[src/ffct_pkg.sv]
// Shared constants, beat types and control structures of the first-free count tree.
// Used by the controller, the datapath, the top level and the checker.
`timescale 1ns / 1ps
`default_nettype none

package ffct_pkg;

  localparam int DEPTH      = 1024;
  localparam int CNT_W      = 16;
  localparam int ADDR_W     = $clog2(DEPTH);
  localparam int WORD_W     = 32;
  localparam int BIT_W      = $clog2(WORD_W);
  localparam int NUM_WORDS  = DEPTH / WORD_W;
  localparam int WSEL_W     = ADDR_W - BIT_W;
  localparam int SIZE_W     = 11;
  localparam int VALUE_W    = 16;
  localparam int FREE_W     = 10;

  localparam logic [SIZE_W-1:0] SIZE_RESET = SIZE_W'(1024);
  localparam logic [SIZE_W-1:0] SIZE_MAX   = SIZE_W'(DEPTH);

  localparam logic KIND_ADD    = 1'b0;
  localparam logic KIND_REMOVE = 1'b1;

  typedef struct packed {
    logic               kind;
    logic [VALUE_W-1:0] value;
  } in_t;

  typedef struct packed {
    logic [FREE_W-1:0] first_free;
    logic              none_free;
    logic              count_fault;
  } out_t;

  typedef struct packed {
    logic clear;
    logic accept;
    logic update;
    logic find;
    logic load;
  } cmd_t;

  typedef struct packed {
    logic clr_last;
  } stat_t;

endpackage

`default_nettype wire

[src/ffct_ctrl.sv]
// Controller of the first-free count tree: clearing pass and per-beat sequence.
// Depends on ffct_pkg for the command and status structures.
`timescale 1ns / 1ps
`default_nettype none

module ffct_ctrl (
  input  logic           clk,
  input  logic           rst_n,
  input  logic           in_valid,
  output logic           in_ready,
  output logic           out_valid,
  input  logic           out_ready,
  input  ffct_pkg::stat_t st,
  output ffct_pkg::cmd_t  cmd
);
  import ffct_pkg::*;

  typedef enum logic [2:0] {
    S_CLEAR,
    S_IDLE,
    S_UPD,
    S_FIND,
    S_DONE
  } state_t;

  state_t state_r, state_nxt;
  logic   out_valid_r, out_valid_nxt;

  always_comb begin
    state_nxt     = state_r;
    out_valid_nxt = out_valid_r & ~out_ready;
    cmd           = '0;
    case (state_r)
      S_CLEAR: begin
        cmd.clear = 1'b1;
        if (st.clr_last) begin
          state_nxt = S_IDLE;
        end
      end
      S_IDLE: begin
        if (in_valid) begin
          cmd.accept = 1'b1;
          state_nxt  = S_UPD;
        end
      end
      S_UPD: begin
        cmd.update = 1'b1;
        state_nxt  = S_FIND;
      end
      S_FIND: begin
        cmd.find  = 1'b1;
        state_nxt = S_DONE;
      end
      S_DONE: begin
        if (!out_valid_r || out_ready) begin
          cmd.load      = 1'b1;
          out_valid_nxt = 1'b1;
          state_nxt     = S_IDLE;
        end
      end
      default: begin
        state_nxt = S_CLEAR;
      end
    endcase
  end

  always_ff @(posedge clk) begin
    if (!rst_n) begin
      state_r     <= S_CLEAR;
      out_valid_r <= 1'b0;
    end else begin
      state_r     <= state_nxt;
      out_valid_r <= out_valid_nxt;
    end
  end

  assign in_ready  = (state_r == S_IDLE);
  assign out_valid = out_valid_r;

endmodule

`default_nettype wire

[config.mk]
export PLATFORM = sky130hd
export DESIGN_NAME = ffct_ctrl
export DESIGN_NICKNAME = d
export VERILOG_FILES = /design/src/ffct_pkg.sv /design/src/ffct_ctrl.sv
export SDC_FILE = /design/constraint.sdc
export NUM_CORES = 1
export LEC_CHECK = 0
export BUFFER_PORTS_ARGS = -buffer_cell sky130_fd_sc_hd__buf_4
export CAP_MARGIN = 40
export CORE_AREA = 2 2 39 41
export CTS_CLUSTER_DIAMETER = 40
export DETAILED_ROUTE_END_ITERATION = 6
export DIE_AREA = 0 0 41 43
export GPL_TIMING_DRIVEN = 1
export PLACE_DENSITY = 0.37
export SETUP_SLACK_MARGIN = 0.05
export SYNTH_ARGS = -nofsm -noshare
export SYNTH_HDL_FRONTEND = slang
export SYNTH_SLANG_ARGS = --single-unit
[constraint.sdc]
create_clock -name clk -period 0.9 [get_ports clk]
set_input_delay 0.135 -clock clk [delete_from_list [all_inputs] [get_ports clk]]
set_output_delay 0.135 -clock clk [all_outputs]
set_load 0.005 [all_outputs]
-- Word level (Yosys, flattened, before mapping)
Index checks and enable logic that the tools add are counted.
- output and inout port bits: 7
- register bits: 4
- input bits: 5
- word-level logic and storage cells: 28
- mux-type cells: 13
- reductions and logical operators: 4
- eq/ne operators: 7
- bitwise operators: 2
- operators by type and width (kind ; count):
    $pmux W3 S5 ; 1
    $mux W1 ; 9
    $mux W3 ; 3
    $eq A3 B2 Y1 const B ; 2
    $ne A2 B2 Y1 const B ; 3
    $eq A3 B1 Y1 const B ; 1
    $eq A3 B3 Y1 const B ; 1
    $logic_not A3 Y1 ; 1
    $reduce_and A3 Y1 ; 1
    $and A1 B1 Y1 ; 1
    $logic_not A1 Y1 ; 1
    $logic_or A1 B1 Y1 ; 1
    $not A1 Y1 ; 1

-- Depth between registers and ports, before layout
- depth after elaboration: 4
- mapped depth: 4
- depth with buffers taken out: 3

-- Least setup slack after synthesis
OpenSTA, ideal clock, no wires.
- path type: register to register
- start point: register state_r[2]
- end point: register state_r[2]
- stages on the path, launching flop included: 5
- slack: 0.012 ns
- arrival time: 0.771 ns
- setup time: 0.117 ns
- period minus slack after synthesis: 0.888 ns
- buffers on the path: 1
- required time: 0.783 ns
- cell sequence: dfxtp_1 > buf_6 > and3b_1 > a31oi_1 > nor2b_1
- elaborated cells on any way between the ends: 10
- classes of those cells: 7 x eq/ne; 1 x mux; 2 x reduce/logical
- RTL lines (what ; RTL line ; text):
    from (decl) ; ffct_ctrl.sv:26 ; state_t state_r, state_nxt;
    from (signal assigned) ; ffct_ctrl.sv:72 ; state_r <= state_nxt;
    $eq A3 B3 Y1, or another cell as far along ; ffct_ctrl.sv:33 ; case (state_r)
    $pmux W3 S5 (*) ; ffct_ctrl.sv:33 ;
    net state_nxt[2] ; ffct_ctrl.sv:26 ;
The timed path passes the listed nets; every way through them passes the cells marked *.
A chain may end at the register's enable or synchronous reset.

==> out/metrics.yaml <==
status: "finished, violations left"
violations: "negative setup slack"
die-area_um2: 1763
root_buffer: "clkbuf_4"
grtUsageTotal_pct: 8.333
synth.yosys.seq_area_share_pct: 34.22
crit_required_ns: 0.76
met3_usage_pct: 5.236
fmaxAchievable_ghz: 0.8569
cp_cell_sequence: "nor3b_4 -> and2_1 -> buf_4"
final.setup.tns_ns: -1.481
grtUsageMet2_pct: 9.688
top_usage_layer: "met2"
seq_area_um2: 92.59
syn_area_per_cell_um2: 8.356
syn_nets: 33
drt_first_pass_iters: 4
ys_warn_count: 0
critPathKind: "reg2out"
grt_max_degree: 9
core_region_area_um2: 1384
place_congestion: 0.6769
cts_tree: "done"
die_x_um: 41
final_nets: 52
cp_slowest_cell: "dfxtp_4"
worst_pin_slew_ns: 0.1985
leakage_nw: 0.1818
wire_per_inst_um: 9.426
power.density_nw_per_um2: 1526
gr-total-overflow: 0
first_iter_violations: 1
clock-sinks: 4
hold_violations: 0
place_hpwl_um: 420.5
skew_ns: 0.004272
final_max_slew_viol_count: 0
mostFrequentLayoutCell: "buf_4"
drive_gt1_share_pct: 60.00
syn_area_um2: 234.0
report.final.setup_viol: 8
fp.dieH_um: 43
critical-path-max-stage-delay_ns: 0.37
viasPerCell: 4.180
crit_buf_inv: 1
hp-class: "in2reg"
maxSlewHeadroom_pct: 86.65
drv_cap: 0
num_antenna_cells: 0
peakVddDrop_mv: 0.7089
pre_cts_ws_ns: -0.07904
wl_um: 575
fill_cells: 148
fin_crit_sh_pct: 129.7
fin_crit_ns: 1.167
port_buffers: 11
drc: 0
start_kind: "flop"
ys_ff_latch: 4
synth.distinct_cells: 18
vias: 255
io_pins: 12
start_util_pct: 16.91
insertion_delay_ns: 0.23
antenna_found_initial: 0
grt_use_met1_pct: 9.646
worst_slack_ns: -0.2670
critPathCaptureType: "primary output"
rsz0062_at_grt: "true"
final_cell_mix: "16 x buf_4, 3 x nand2b_1, 3 x clkbuf_4, 3 x dfxtp_4"
cts-htree-levels: 1
num_rows: 14
numCtsBuffers: 3
syn_to_final_growth_pct: 73.26
grt_pass1_wl_um: 938
cts_buffer_depth: 2
path_clk_slew_ns: 0.04
grt_pass1_vias: 236
path_delay_family: "flip-flops"
multi_input_area_um2: 150.1
netlist_instances: 28
cp_max_fo: 8
drtAntennaViolNets: 0
worstPathArrival_ns: 1.03
-- final timing paths --
| check | start | endpoint | slack [ns] | depth (start not counted) |
|---|---|---|---|---|
| max | state_r[0]$_SDFFE_PN0P_ | cmd[3] | -0.27 | 3 |
| min | rst_n | state_r[2]$_SDFFE_PN0P_ | 0.19 | 2 |
| max reg2reg | state_r[1]$_SDFFE_PN0P_ | state_r[0]$_SDFFE_PN0P_ | -0.11 | 4 |
| min reg2reg | out_valid$_SDFF_PN0_ | out_valid$_SDFF_PN0_ | 0.51 | 2 |
-- metrics by stage --
stage	hold WS (ns)	total power, mW	instance area (um^2)	utilization [%]	std cells
2_1_floorplan	0.2632	0.2984	235.2	-	28
3_3_place_gp	0.4060	0.3794	334.1	24.14	55
3_5_place_dp	0.4116	0.3761	334.1	24.14	55
4_1_cts	0.1591	0.6275	397.9	28.75	61
5_1_grt	0.1735	0.6697	405.4	29.29	61
6_report	0.1852	0.6186	405.4	29.29	61
-- flip-flops by register name, indices dropped and copies added (netlist names) --
name and flops:
out_valid 1, state_r 3
-- worst reg2reg max path, delay by kind of cell (launching register included) --
family	cells	cell delay (ns)
simple gates	1	0.07
flops	1	0.36
compound gates	2	0.34
buf+inv	1	0.14
-- area by class of cell --
type / count / area share (%)
tap: 16 / 4.938
clock buffer: 3 / 5.556
multi-input combinational: 22 / 37.04
timing repair buffer: 16 / 29.63
sequential: 4 / 22.84
-- Yosys cell counts --
library cell	n	area, um^2
o31ai_1	1	7.510
o2111ai_1	1	8.760
nand2b_1	3	18.77
nor3b_2	1	12.51
nor3_1	2	10.01
nand3b_1	1	7.510
buf_4	1	7.510
and3b_1	1	8.760
o21ai_0	1	5.000
nor2b_1	2	12.51
nand2_1	2	7.510
a31oi_1	1	6.260
nor2_1	3	11.26
dfxtp_1	4	80.08
a21oi_1	1	5.000
a21boi_0	1	7.510
buf_6	1	11.26
and2_1	1	6.260
-- cell families after synthesis --
kind of cell	share of synthesized area (%)
and+or+nand+nor	40.65
buffers and inverters	8.022
DFF	34.23
AOI/OAI and AO/OA	17.11
-- metal layers --
| metal | routed length [um] | up-vias |
|---|---|---|
| met5 | 0 | - |
| met4 | 8 | 0 |
| met3 | 32 | 2 |
| met2 | 265 | 5 |
| met1 | 269 | 113 |
| li1 | - | 135 |
-- report_power, final --
part	internal [mW]	leakage (nW)	switching, mW	total (mW)
clock	0.148	0.0138	0.0636	0.212
sequential	0.197	0.0352	0.0307	0.228
combinational	0.115	0.133	0.0637	0.178
-- what timing repair did --
item                       CTS  global route
setup buffers                3             0
pin swaps                    1             3
setup endpoints to repair    9            11
hold buffers                 0             0
gates resized for setup      7             4
Power figures use the tool's default switching activity.
